File: src/wohd_mul.sv
// Shared sequential multiplier: two bits of the second operand per cycle.
// Depends on nothing but its parameters.
`default_nettype none
module wohd_mul #(
    parameter int MW = 48,
    parameter int PW = 96
) (
    input  wire logic          clk,
    input  wire logic          rst_n,
    input  wire logic          start,
    input  wire logic [MW-1:0] a,
    input  wire logic [MW-1:0] b,
    output logic               done,
    output logic [PW-1:0]      prod
);

    logic          run_reg;
    logic [PW-1:0] a_sh_reg;
    logic [MW-1:0] b_sh_reg;
    logic [PW-1:0] acc_reg;
    logic [PW-1:0] pp;

    always_comb
    begin
        pp = (b_sh_reg[0] ? a_sh_reg : '0) + (b_sh_reg[1] ? (a_sh_reg << 1) : '0);
    end

    assign done = run_reg && (b_sh_reg == '0);
    assign prod = acc_reg;

    always_ff @(posedge clk or negedge rst_n)
    begin
        if (!rst_n)
        begin
            run_reg <= 1'b0;
        end
        else if (start)
        begin
            run_reg <= 1'b1;
        end
        else if (done)
        begin
            run_reg <= 1'b0;
        end
    end

    always_ff @(posedge clk)
    begin
        if (start)
        begin
            a_sh_reg <= PW'(a);
            b_sh_reg <= b;
            acc_reg  <= '0;
        end
        else if (run_reg && (b_sh_reg != '0))
        begin
            acc_reg  <= acc_reg + pp;
            a_sh_reg <= a_sh_reg << 2;
            b_sh_reg <= b_sh_reg >> 2;
        end
    end

endmodule
`default_nettype wire

File: config.mk
export PLATFORM = sky130hd
export DESIGN_NAME = wohd_mul
export DESIGN_NICKNAME = d
export VERILOG_FILES = /design/src/wohd_mul.sv
export SDC_FILE = /design/constraint.sdc
export NUM_CORES = 1
export LEC_CHECK = 0
export BUFFER_PORTS_ARGS = -buffer_cell sky130_fd_sc_hd__clkbuf_2
export CAP_MARGIN = 5
export CORE_MARGIN = 2
export CORE_UTILIZATION = 65
export CTS_CLUSTER_SIZE = 30
export DETAILED_ROUTE_END_ITERATION = 16
export GPL_TIMING_DRIVEN = 0
export PLACE_DENSITY = 0.87
export SLEW_MARGIN = 20
export SYNTH_ARGS = -nofsm -noshare
export SYNTH_HDL_FRONTEND = slang
export SYNTH_SLANG_ARGS = --single-unit
File: constraint.sdc
create_clock -name clk -period 6.4 [get_ports clk]
set_input_delay 0.32 -clock clk [delete_from_list [all_inputs] [get_ports clk]]
set_output_delay 0.32 -clock clk [all_outputs]
set_load 0.01 [all_outputs]
# Word-level counts from Yosys, hierarchy flattened
# Index checks and enable logic that the tools add are counted.
# word_totals
register_bits	241
latch_bits	0
ram_bits	0
romBits	0
in_bits	99
output_inout_bits	97
n_memories	0
# classes
n_addsub	2
n_mul	0
div_mod_pow	0
order_cmp	0
eq_ne	0
shifts	0
n_mux	8
n_bitwise	0
reduce_logical	6
# ops
cell	count
adder 96 bit	2
2-to-1 mux 48 bit	4
2-to-1 mux 96 bit	2
zero test 48 bit	1
nonzero test 48 bit	1
nonzero test 2 bit	2
logical AND 1 bit	2
2-to-1 mux 1 bit	2

# Longest topological paths before layout
# logic_depth
ltp_word	4
mapped_depth	18

# Least setup slack after synthesis
# Ideal clock, no wire load.
# synth_timing
kind	register to register
start	register b_sh_reg[0]
end	register acc_reg[95] (netlist: prod[95])
setup_ps	123
arrival_ps	4119
required_time_ps	6277
setup_slack_ps	2158
path_stages_with_launch	19
path_buffers	2
period_less_slack_ps	4242
cell_sequence	edfxtp_1 clkbuf_1 clkbuf_1 nand2_1 fa_1 inv_1 ha_1 inv_1 fa_1 and2b_1 o2111ai_1 a2111oi_4 nor2_2 o21ai_4 a21oi_4 o21ai_4 a41oi_1 mux2i_1 mux2_1
# synth_via
elab_chain_cells	3
# synth_rtl
element	line_no	text
from (decl)	19	logic [MW-1:0] b_sh_reg;
from (signal assigned)	59	b_sh_reg <= b_sh_reg >> 2;
2-to-1 mux 96 bit	25	pp = (b_sh_reg[0] ? a_sh_reg : '0) + (b_sh_reg[1] ? (a_sh_reg << 1) : '0);
adder 96 bit	25	
adder 96 bit	57	acc_reg <= acc_reg + pp;
to (signal assigned)	57	
to (decl)	20	logic [PW-1:0] acc_reg;
# Parallel ways exist; a longest one is shown, timed or not.
# A chain may end at the register's enable or synchronous reset.

# Worst setup path in the final report
# layout_timing
start	register b_sh_reg[1]
end	register acc_reg[93] (netlist: prod[93])
# Same word-level chain as after synthesis.

==> results.md <==
* Status: finished, final reports clean
* Adder-Cell Fraction of Synth Area at 16.6%
* Cell count after placement at around 2700
* Post-route insts no fill at 2752
* Slew HR at between 20 and 30%
* Sequential share of the synthesized area at 31.1%
* Core ar. at around 0.028 mm2
* Crit path time final at slightly below 6 ns
* WP data required at 6.84 ns
* # rows at 61
* Worst-skew pair later-pin latency at ~0.59 ns
* Routed wire length at 63500 um
* Synth Area in Compound Gates at 17.3%
* Setup Buffers After CTS at 0
* Clock buffer depth at 3
* Via density at 6.48
* Syn_nets at approximately 2400
* RSZ-0062 raised after global routing: no
* Leading cell types in the layout, fill and taps excluded: 332 x nand2_1, 231 x a21oi_1, 199 x and2_1
* Pins Over Slew Limit at 0
* Initial Utilization at 66.5%
* Crit path kind: flop to flop
* Yosys top cell area share at 15.5%
* HP Class: input port to flop
* Clock Skew at between 0.02 and 0.03 ns
* Synth cell types at 85
* Leakage Power at 8.98 nW
* Period utilization at 93.2%
* Initial antenna violation count at 5
* Commonest register cell after synthesis: dfxtp_1
* Worst Max-Slew Pin Slew at 1.07 ns
* GRT overflow at 0
* Vias after detailed routing at 17800
* Yosys warning count at 0
* H-tree depth at 1
* WP data arrival at 6.41 ns
* FF+latch count, synth at between 200 and 250
* Cells after Synth at between 2000 and 2500
* Final hold vios at 0
* Multiplexer share of the synthesized area at slightly below 6%
* Root Driver: clkbuf_16
* GP Congestion at 1.02
* Final #Nets at roughly 2600
* Final TNS setup at 0 ns
* IO Count at 196
* Max Fclk at about 170 MHz
* Port Buffers at 194
* Synth-to-Final Area Change at 13.1%
* Post-Synth XOR/XNOR Area at 3.39%
* Post-synth top area cell: dfxtp_1
* Drt wl/cell at 23.1 um
* Commonest non-fill, non-tap cell in the layout: nand2_1
* Peak fanout along the critical path at 10
* Synth async-reset ratio at 0.415%
* DRC Markers at 0
* Post-Synthesis Cell Area at approximately 0.019 mm2
* Max-Cap Viols at 0
* Drt pass-1 iters at 5
* Power Dens Cells at between 300 and 400 mW/mm2
* Die height at 173 um
* Post-DP HPWL at 47200 um
* Syn_area_per_cell at a little under 9 um2
* Share of post-route cells with drive strength above 1 at 15.6%
* Largest net degree at the start of global routing at 61
* Die footprint at between 0.03 and 0.04 mm2
* Final number of setup-violating endpoints at 0
* TritonCTS clock tree: built
* Die width at 173 um
* First DRT Iteration DRCs at 2128
* Number of global-route vias before repair at 17500
* First-pass GRT wire length at 98300 um
* CP Capture Type: flop
* Top post-synthesis cells by area: dfxtp_1 15%, edfxtp_1 15%, fa_1 10%, nand2_1 6.7%, and2_1 6.7%
* Synth Area in Simple Gates at 22.2%
* Clock slew at reported path FFs at around 0.07 ns
* Largest family of logic cells by synthesized area: simple AND/OR/NAND/NOR gates
* Startpoint Class: flop
* Clock Sink Count at 241
* GRT Overall Usage at 41.7%
* Routed Antenna Nets at 0
* Worst hold margin at about 0.037 ns
* Number of flops mapped to enable cells by yosys at 96
* Clock buffer count from CTS at 27
* Worst vdd ir at 0.293 mV
==> path summary, 6_finish.rpt <==
kind | slack (ns) | cells past startpoint | startpoint | end
worst max-delay path | 0.44 | 17 | b_sh_reg[1] | prod[93]
worst min-delay path | 0.04 | 2 | a[9] | a_sh_reg[9]
worst max register to register | 0.44 | 17 | b_sh_reg[1] | prod[93]
worst min register to register | 0.46 | 2 | a_sh_reg[95] | a_sh_reg[95]
max in group asynchronous | 6.25 | 2 | rst_n | run_reg
min in group asynchronous | 0.06 | 2 | rst_n | run_reg
==> where the power goes <==
group / switching, mW / internal, mW / leakage [nW]
Clock: 0.693 / 0.996 / 0.462
Combinational: 1.81 / 1.11 / 6.31
Sequential: 0.216 / 1.81 / 2.21
Total: 2.72 / 3.91 / 8.98
==> critical path, cell delays in order, from the launching register on <==
cell	delay [ns]
edfxtp_1	0.47
clkbuf_1	0.70
clkbuf_1	0.53
nand2_1	0.14
fa_1	0.46
inv_1	0.07
ha_1	0.22
inv_1	0.08
fa_1	0.38
and2b_1	0.26
o2111ai_1	0.24
a211oi_1	0.40
o311a_1	0.32
o21ai_1	0.20
a2111oi_2	0.45
nor2_1	0.14
o41ai_1	0.57
o211ai_1	0.17
==> Yosys cell counts, types with 4 or more instances <==
cell type / number
o21a_1: 14
a31oi_1: 12
xnor2_1: 40
nor2_1: 87
ha_1: 95
o21ai_1: 14
or4_1: 5
buf_1: 6
clkbuf_1: 113
a21boi_0: 9
mux2_2: 92
nand3b_1: 5
nor4b_1: 4
a211oi_1: 15
dfxtp_1: 144
buf_2: 11
a21o_1: 46
edfxtp_1: 96
or3_1: 7
nand4_1: 46
nand3_1: 57
inv_1: 34
o211ai_1: 7
o21bai_1: 29
nor4_1: 23
o31a_1: 5
a21oi_1: 231
nand2_1: 332
and3_1: 12
and2_1: 199
o21ai_0: 74
nand2b_1: 6
nor3_1: 36
fa_1: 95
o31ai_1: 6
mux2i_1: 4
nor2b_1: 6
xor2_1: 32
==> kinds of logic after synthesis <==
kind of cell / after synthesis
simple gates: 840
buf+inv: 169
xor+xnor: 72
compound gates: 514
flops: 241
fa+ha+maj: 190
mux: 97
==> area by class of cell <==
type | instances | area [um2]
Multi-Input combinational cell | 1713 | 12200
Buffer | 134 | 531
Inverter | 35 | 134
Clock buffer | 38 | 767
Clock inverter | 12 | 171
Sequential cell | 241 | 5790
Antenna cell | 5 | 12.5
Fill cell | 1991 | 6950
Timing Repair Buffer | 196 | 1010
Tap cell | 378 | 473
==> stage by stage <==
stage          utilization (%)  power (mW)  instance area (um2)  worst slack [ns]
2_1_floorplan                -        4.03                18600              2.16
3_3_place_gp              71.6        4.75                20100             0.451
5_1_grt                   75.2        6.97                21100             0.170
4_1_cts                   75.1        6.53                21000             0.333
6_report                  75.2        6.63                21100             0.436
3_5_place_dp              71.8        4.83                20100             0.361
==> per-layer routing <==
layer | track usage [%] | part of all wire, % | vias to the layer above
met3 | 7.02 | 9.8 | 197
met1 | 55.8 | 40 | 8575
met2 | 67.1 | 45 | 1099
met5 | 0 | 0 | -
li1 | - | - | 7953
met4 | 17.8 | 5.1 | 0
==> what timing repair did <==
item	in CTS	in global routing
endpoints found under the hold margin	1	0
setup endpoints to repair	0	1
hold buffers	1	0
resized for setup	0	3
(Power assumes the default switching activity.)
