### config.mk
export PLATFORM = sky130hd
export DESIGN_NAME = wohd_win
export DESIGN_NICKNAME = d
export VERILOG_FILES = /design/src/wohd_pkg.sv /design/src/wohd_win.sv
export SDC_FILE = /design/constraint.sdc
export NUM_CORES = 2
export LEC_CHECK = 0
export ABC_CLOCK_PERIOD_IN_PS = 7700
export BUFFER_PORTS_ARGS = -buffer_cell sky130_fd_sc_hd__buf_4
export CAP_MARGIN = 40
export CORE_ASPECT_RATIO = 1.75
export CORE_MARGIN = 2
export CORE_UTILIZATION = 30
export CTS_CLUSTER_DIAMETER = 150
export DETAILED_ROUTE_END_ITERATION = 8
export HOLD_SLACK_MARGIN = 0.08
export SKIP_LAST_GASP = 1
export SLEW_MARGIN = 0
export SYNTH_ARGS = -nofsm -noshare
export SYNTH_HDL_FRONTEND = slang
export SYNTH_SLANG_ARGS = --single-unit
export TNS_END_PERCENT = 10
### constraint.sdc
create_clock -name clk -period 7.7 [get_ports clk]
set_input_delay 0.77 -clock clk [delete_from_list [all_inputs] [get_ports clk]]
set_output_delay 0.77 -clock clk [all_outputs]
set_load 0.05 [all_outputs]
### src/wohd_pkg.sv
// Shared types and constants of the windowed onset hit detector.
// Used by wohd_win and windowed_onset_hit_detector; depends on nothing.
`default_nettype none
package wohd_pkg;

    localparam int MAX_WINDOW_DEF  = 64;
    localparam int SAMPLE_BITS_DEF = 16;

    localparam int CFG_IDX_W = 3;

    localparam logic [CFG_IDX_W-1:0] CFG_WINDOW_SIZE        = 3'd0;
    localparam logic [CFG_IDX_W-1:0] CFG_PEAK_THRESHOLD     = 3'd1;
    localparam logic [CFG_IDX_W-1:0] CFG_TREND_THRESHOLD    = 3'd2;
    localparam logic [CFG_IDX_W-1:0] CFG_VARIANCE_THRESHOLD = 3'd3;
    localparam logic [CFG_IDX_W-1:0] CFG_REFRACTORY_FRAMES  = 3'd4;
    localparam logic [CFG_IDX_W-1:0] CFG_WARMUP_FRAMES      = 3'd5;
    localparam logic [CFG_IDX_W-1:0] CFG_DETECTION_MODE     = 3'd6;

    localparam logic [2:0] MODE_PEAK     = 3'd0;
    localparam logic [2:0] MODE_TREND    = 3'd1;
    localparam logic [2:0] MODE_VARIANCE = 3'd2;
    localparam logic [2:0] MODE_VOTE     = 3'd3;

    localparam logic [6:0]  RST_WINDOW_SIZE        = 7'd16;
    localparam logic [15:0] RST_PEAK_THRESHOLD     = 16'd768;
    localparam logic [15:0] RST_TREND_THRESHOLD    = 16'd384;
    localparam logic [15:0] RST_VARIANCE_THRESHOLD = 16'd512;
    localparam logic [15:0] RST_REFRACTORY_FRAMES  = 16'd4;
    localparam logic [15:0] RST_WARMUP_FRAMES      = 16'd0;
    localparam logic [2:0]  RST_DETECTION_MODE     = 3'd0;

    typedef enum logic [2:0] {
        ST_IDLE,
        ST_DECIDE,
        ST_SWEEP,
        ST_MUL_GO,
        ST_MUL_WAIT,
        ST_FINISH
    } state_t;

    typedef enum logic [4:0] {
        STEP_MQ,
        STEP_SS,
        STEP_MC,
        STEP_A2,
        STEP_LHS,
        STEP_T2,
        STEP_T2M,
        STEP_RHS,
        STEP_TA,
        STEP_TB,
        STEP_TC,
        STEP_V1,
        STEP_V2,
        STEP_V3,
        STEP_V4,
        STEP_V5,
        STEP_V6,
        STEP_V7,
        STEP_V8,
        STEP_V9
    } mul_step_t;

    typedef struct packed {
        logic write;
        logic sweep;
    } win_ctl_t;

endpackage
`default_nettype wire

### src/wohd_win.sv
// Sample ring memory with a sweep that sums the newest samples and their squares.
// Depends on wohd_pkg for the control struct.
`default_nettype none
module wohd_win #(
    parameter int MAX_WINDOW  = 64,
    parameter int SAMPLE_BITS = 16,
    localparam int AW    = (MAX_WINDOW > 1) ? $clog2(MAX_WINDOW) : 1,
    localparam int CW    = $clog2(MAX_WINDOW + 1),
    localparam int SUM_W = SAMPLE_BITS + CW,
    localparam int SQ_W  = 2 * SAMPLE_BITS + CW
) (
    input  wire logic                   clk,
    input  wire logic                   rst_n,
    input  wire wohd_pkg::win_ctl_t     ctl,
    input  wire logic [SAMPLE_BITS-1:0] wr_data,
    input  wire logic [CW-1:0]          n_count,
    output logic                        done,
    output logic [SUM_W-1:0]            sum,
    output logic [SQ_W-1:0]             sq_sum,
    output logic [SUM_W-1:0]            front_sum,
    output logic [SQ_W-1:0]             front_sq_sum
);

    logic [SAMPLE_BITS-1:0] mem [MAX_WINDOW];

    logic [AW-1:0]            wp_reg;
    logic [AW-1:0]            rd_addr_reg;
    logic [CW-1:0]            left_reg;
    logic [CW-1:0]            k_reg;
    logic [CW-1:0]            half_reg;
    logic                     sweeping_reg;
    logic [SAMPLE_BITS-1:0]   rdata_reg;
    logic                     rd_v_reg;
    logic                     rd_front_reg;
    logic [SAMPLE_BITS-1:0]   x2_reg;
    logic [2*SAMPLE_BITS-1:0] sq2_reg;
    logic                     v2_reg;
    logic                     front2_reg;
    logic [SUM_W-1:0]         sum_reg;
    logic [SQ_W-1:0]          sq_reg;
    logic [SUM_W-1:0]         fsum_reg;
    logic [SQ_W-1:0]          fsq_reg;
    logic [CW:0]              start_wide;
    logic [AW-1:0]            start_addr;

    function automatic logic [AW-1:0] wrap_inc(input logic [AW-1:0] p);
        logic [AW-1:0] r;
        r = (p == AW'(MAX_WINDOW - 1)) ? '0 : p + AW'(1);
        return r;
    endfunction

    // The newest n samples end just below the write pointer.
    always_comb
    begin
        start_wide = (CW+1)'(wp_reg) + (CW+1)'(MAX_WINDOW) - (CW+1)'(n_count);
        if (start_wide >= (CW+1)'(MAX_WINDOW))
        begin
            start_wide = start_wide - (CW+1)'(MAX_WINDOW);
        end
        start_addr = start_wide[AW-1:0];
    end

    assign done         = sweeping_reg && (left_reg == '0) && !rd_v_reg && !v2_reg;
    assign sum          = sum_reg;
    assign sq_sum       = sq_reg;
    assign front_sum    = fsum_reg;
    assign front_sq_sum = fsq_reg;

    always_ff @(posedge clk)
    begin
        if (ctl.write)
        begin
            mem[wp_reg] <= wr_data;
        end
        rdata_reg <= mem[rd_addr_reg];
    end

    always_ff @(posedge clk or negedge rst_n)
    begin
        if (!rst_n)
        begin
            wp_reg       <= '0;
            left_reg     <= '0;
            sweeping_reg <= 1'b0;
            rd_v_reg     <= 1'b0;
            v2_reg       <= 1'b0;
        end
        else
        begin
            if (ctl.write)
            begin
                wp_reg <= wrap_inc(wp_reg);
            end
            if (ctl.sweep)
            begin
                sweeping_reg <= 1'b1;
                left_reg     <= n_count;
                rd_v_reg     <= 1'b0;
            end
            else
            begin
                if (done)
                begin
                    sweeping_reg <= 1'b0;
                end
                rd_v_reg <= (left_reg != '0);
                if (left_reg != '0)
                begin
                    left_reg <= left_reg - CW'(1);
                end
            end
            v2_reg <= rd_v_reg;
        end
    end

    always_ff @(posedge clk)
    begin
        if (ctl.sweep)
        begin
            rd_addr_reg <= start_addr;
            k_reg       <= '0;
            half_reg    <= n_count >> 1;
            sum_reg     <= '0;
            sq_reg      <= '0;
            fsum_reg    <= '0;
            fsq_reg     <= '0;
        end
        else
        begin
            if (left_reg != '0)
            begin
                rd_addr_reg  <= wrap_inc(rd_addr_reg);
                k_reg        <= k_reg + CW'(1);
                rd_front_reg <= (k_reg < half_reg);
            end
            if (v2_reg)
            begin
                sum_reg <= sum_reg + SUM_W'(x2_reg);
                sq_reg  <= sq_reg + SQ_W'(sq2_reg);
                if (front2_reg)
                begin
                    fsum_reg <= fsum_reg + SUM_W'(x2_reg);
                    fsq_reg  <= fsq_reg + SQ_W'(sq2_reg);
                end
            end
        end
        x2_reg     <= rdata_reg;
        sq2_reg    <= rdata_reg * rdata_reg;
        front2_reg <= rd_front_reg;
    end

endmodule
`default_nettype wire

## Word-level counts from Yosys, hierarchy flattened

Memories as Yosys holds them, arrays and structs flattened. A register that Yosys moved wholly into a read port is not among the register bits.
Cells that the tools add are included.

- Multiplexer cells: 12
- Multipliers: 1
- Shifts and indexed selects: 0
- Bitwise operators: 1
- Div/mod/pow operators: 0
- Magnitude comparators: 2
- Equality and inequality tests: 2
- Add/subtract/negate cells: 11
- Reductions and logical operators: 11

Operator list:

| operator | number |
|---|---|
| $add A39 B32 Y39 | 2 |
| $add A23 B16 Y23 | 2 |
| $mul A16 B16 Y32 | 1 |
| $mux W6 | 5 |
| $mux W7 | 2 |
| $add A6 B1 Y6 const B | 2 |
| $eq A6 B6 Y1 const B | 2 |
| $add A6 B7 Y8 const B | 1 |
| $ge A8 B7 Y1 const B | 1 |
| $sub A8 B7 Y8 | 1 |
| $add A7 B1 Y7 const B | 1 |
| $logic_not A7 Y1 | 1 |
| $lt A7 B6 Y1 | 1 |
| $reduce_bool A7 Y1 | 1 |
| $sub A7 B1 Y7 const B | 1 |
| $sub A6 B1 Y6 const B | 1 |
| $mux W1 | 5 |
| $reduce_and A2 Y1 | 2 |
| $reduce_bool A2 Y1 | 2 |
| $logic_and A1 B1 Y1 | 3 |
| $logic_not A1 Y1 | 2 |
| $not A1 Y1 | 1 |

- Memory bits (read-only): 0
- Memories kept: 1
- Bits in latches: 0
- Register bits after elaboration: 209
- Memory bits (writable): 1024
- Output and inout port bits: 125

Memory list:

| memory | depth | bits a word | read ports | clocked after memory_dff | write ports | RTL line | RTL |
|---|---|---|---|---|---|---|---|
| mem | 64 | 16 | 1 | 1 | 1 | wohd_win.sv:24 | `logic [SAMPLE_BITS-1:0] mem [MAX_WINDOW];` |

## Longest topological paths before layout

- Depth after elaboration: 6
- Depth in mapped cells: 25

## Worst setup path after synthesis

No wires, ideal clock.

- Path kind: reg-to-reg
- Start point: register rdata_reg[1] (read register of mem)
- End point: register sq2_reg[28]
- Library setup time: 136 ps
- Cell stages (with the launch flop): 25
- Data arrival time: 5797 ps
- Period minus slack after synthesis: 5933 ps
- Path slack: 1767 ps
- Path through: dfxtp_1 clkbuf_1 clkbuf_1 and2_1 fa_1 inv_1 fa_1 inv_1 fa_1 inv_1 fa_1 inv_1 fa_1 inv_1 fa_1 inv_1 ha_1 and2_1 o21ai_0 o211ai_1 a2111oi_2 o21ai_1 a31oi_1 o41ai_1 xor2_1

- Word-level cells in the longest chain between the ends: 1

RTL lines:

| element | RTL line | RTL |
|---|---|---|
| start, declared | wohd_win.sv:32 | `logic [SAMPLE_BITS-1:0] rdata_reg;` |
| $mul A16 B16 Y32 | wohd_win.sv:148 | `sq2_reg <= rdata_reg * rdata_reg;` |
| end signal, assigned | wohd_win.sv:148 |  |
| end, declared | wohd_win.sv:36 | `logic [2*SAMPLE_BITS-1:0] sq2_reg;` |

Every way passes these cells.
A chain may end at the register's enable or synchronous reset.

## Worst setup path in the final report

- Start point: register rdata_reg[1] (read register of mem)
- End point: register sq2_reg[29]

Same word-level chain as after synthesis.

==> impl_metrics.env <==
export IMPL_outcome="completed"
export IMPL_post_cts_buffers=0
export IMPL_die_area_um2=200000
export IMPL_worst_slew_pin_slew_ns=1.10
export IMPL_port_buffer_count=151
export IMPL_netlist_instances=3839
export IMPL_crit_family="adder cells"
export IMPL_via_count=33034
export IMPL_r2r_setup_slack_ns=0.99
export IMPL_synth_seq_cells=1247
export IMPL_startpoint_type="flop"
export IMPL_hold_viol=0
export IMPL_grt_max_degree=138
export IMPL_antenna_found_initial=5
export IMPL_yosysMostFrequentCell="edfxtp_1"
export IMPL_skew_ns=0.0508
export IMPL_worstSetupPathType="reg2reg"
export IMPL_regMostFlops="mem"
export IMPL_hold_end="half_reg[5]"
export IMPL_synth_cell_types=83
export IMPL_fin_tns_setup_ns=0
export IMPL_cts_root_buf="clkbuf_16"
export IMPL_ys_seq_area_share_pct=60.2
export IMPL_maxSlewViolCount=0
export IMPL_cp_max_fo=20
export IMPL_yosys_top_cells_count="1037 x edfxtp_1, 324 x mux4_2, 293 x inv_1"
export IMPL_cts_tree="built"
export IMPL_hpwl_um=101000
export IMPL_worstSkewPairLatency_ns=0.74
export IMPL_num_rows=215
export IMPL_setup_viol=0
export IMPL_yosysTopAreaCell="edfxtp_1"
export IMPL_maxSlewHeadroom_pct=26.8
export IMPL_arrival_ns=7.37
export IMPL_largest_reg_flops=1024
export IMPL_ys_async_sr_fraction_pct=1.28
export IMPL_core_um2=196000
export IMPL_numCtsBuffers=115
export IMPL_synth_area_top_cells="edfxtp_1 53%, mux4_2 12%, dfxtp_1 6.6%"
export IMPL_netlist_area_um2=58800
export IMPL_die_w_um=339
export IMPL_gr_total_overflow=0
export IMPL_yosysWarnings=0
export IMPL_clk_pin_slew_ns=0.07
export IMPL_worst_r2r_endpoint="sq2_reg[29]"
export IMPL_drt_total_wl_um=151000
export IMPL_ant_nets=0
export IMPL_cp_required_ns=8.36
export IMPL_crit_chain="and2_1 > fa_1 > inv_1 > fa_1 > inv_1 > fa_1 > inv_1 > fa_1 > inv_1 > fa_1 > inv_1 > fa_1 > inv_1 > ha_1 > inv_1 > a211oi_1 > a21oi_1 > o211ai_1 > nand2_1 > nor3_1 > nor4_1 > o21bai_1 > xor2_1"
export IMPL_min_period_ns=6.71
export IMPL_synth_fp_nets=4239
export IMPL_hp_class="in2reg"
export IMPL_grt_usage_pct=14.9
export IMPL_max_freq_ghz=0.149
export IMPL_yosys_area_top_type_share_pct=52.9
export IMPL_firstDrtPassIters=5
export IMPL_rsz0062_at_grt="false"
export IMPL_drc=0
export IMPL_finalCritPeriodShare_pct=87.2
export IMPL_dieHeight_um=590
export IMPL_htree_levels=3
export IMPL_synth_edf_count=1037
export IMPL_io_pins=152
export IMPL_num_nets_final=4433
export IMPL_crit_top_cell="inv_1"
export IMPL_area_delta_synth_final_pct=14.4
export IMPL_routed_via_density=4.90
export IMPL_whs_path_depth=1
export IMPL_rr_startpoint="rdata_reg[1]"
export IMPL_cp_slowest_cell="dfxtp_1"
export IMPL_grt_pass1_wl_um=223000
export IMPL_cts_sinks=1247
export IMPL_synth_main_ff_cell="edfxtp_1"
export IMPL_start_util_pct=30.1
export IMPL_crit_buf_inv=7
export IMPL_maxCapViolations=0
export IMPL_gp_congestion=0.908
export IMPL_grt_pass1_vias=34415
export IMPL_wl_per_cell_um=22.4
export IMPL_drtIter0Drc=2516
export IMPL_cts_buffer_depth=3
export IMPL_critPathCaptureType="flop"
export IMPL_cpPeakStageDelay_ns=0.57
export IMPL_synth_area_per_cell_um2=15.3
export IMPL_final_layout_size_suffix_gt1_share_pct=19.1
export IMPL_hp_start="n_count[6]"
export IMPL_ff2ff_path_depth=23
[per-layer routing]
metal,vias up,part of all wire [%],GRT usage (%)
met5,-,0.036,0
met4,8,3.8,5.90
met3,216,4.4,2.06
met2,869,56,29.2
met1,17134,35,15.9
li1,14807,-,-
[kinds of logic (layout without fill, tap and decap cells)]
family / count (synthesis) / after routing / synth area share (%)
muxes: 370 / 370 / 13.2
other: 0 / 1 / 0
DFF: 1247 / 1247 / 60.2
AOI/OAI and AO/OA: 499 / 499 / 5.55
xor gates and xnor gates: 132 / 132 / 1.97
buffers and inverters: 459 / 752 / 3.09
and+or+nand+nor: 759 / 759 / 5.93
adders and majority gates: 373 / 373 / 10.0
[timing repair]
item | CTS | global route
endpoints found under the hold margin | 16 | 0
hold buffers | 1 | 0
resized for setup | 0 | 0
endpoints found under the setup margin | 0 | 0
[area by class of cell]
class | count | area, um2
Antenna cell | 1 | 2.50
Clock buffer | 142 | 3020
Clock inverter | 74 | 897
Fill cell | 18570 | 128000
Inverter | 295 | 1110
Multi-Input combinational cell | 2133 | 21600
Sequential cell | 1247 | 35400
Tap cell | 2604 | 3260
Timing Repair Buffer | 241 | 1940
[metrics by stage]
stage / utilization [%] / instance area (um2) / std cells / setup slack [ns] / hold slack (ns)
global placement: 32.3 / 63300 / 6515 / 1.15 / 0.361
detailed placement: 32.4 / 63300 / 6519 / 0.992 / 0.369
finish: 34.4 / 67300 / 6737 / 0.985 / 0.219
floorplan: - / 58800 / 3839 / 1.77 / 0.323
global route: 34.4 / 67300 / 6737 / 0.680 / 0.170
CTS: 34.4 / 67300 / 6736 / 0.965 / 0.152
[worst max-delay path by stage]
| stage | depth (start not counted) | startpoint | endpoint | slack [ns] |
|---|---|---|---|---|
| global placement | 24 | rdata_reg[8] | sq2_reg[29] | 1.15 |
| floorplan | 24 | rdata_reg[1] | sq2_reg[28] | 1.77 |
| global route | 24 | rdata_reg[8] | sq2_reg[29] | 0.68 |
| CTS | 23 | rdata_reg[2] | sq2_reg[29] | 0.97 |
| finish | 23 | rdata_reg[1] | sq2_reg[29] | 0.99 |
| detailed placement | 23 | rdata_reg[2] | sq2_reg[29] | 0.99 |
[placed cells by master (no fill, tap or decap), drive strengths merged, types with 22 or more instances in the layout]
master     n
buf      240
xnor2     84
xor2      48
clkinv    51
dfxtp    194
o21ai     88
nor2     220
nand2    261
nand4     22
nor2b     41
a21oi    178
nand3     48
edfxtp  1037
a21o      56
mux4     324
fa       165
a211oi    44
ha       208
clkbuf   142
mux2i     36
inv      298
nor3      35
and2      53
Power is left out: the tool's default activity adds up to more than one toggle a clock period on the data nets, which glitch-free logic cannot reach.
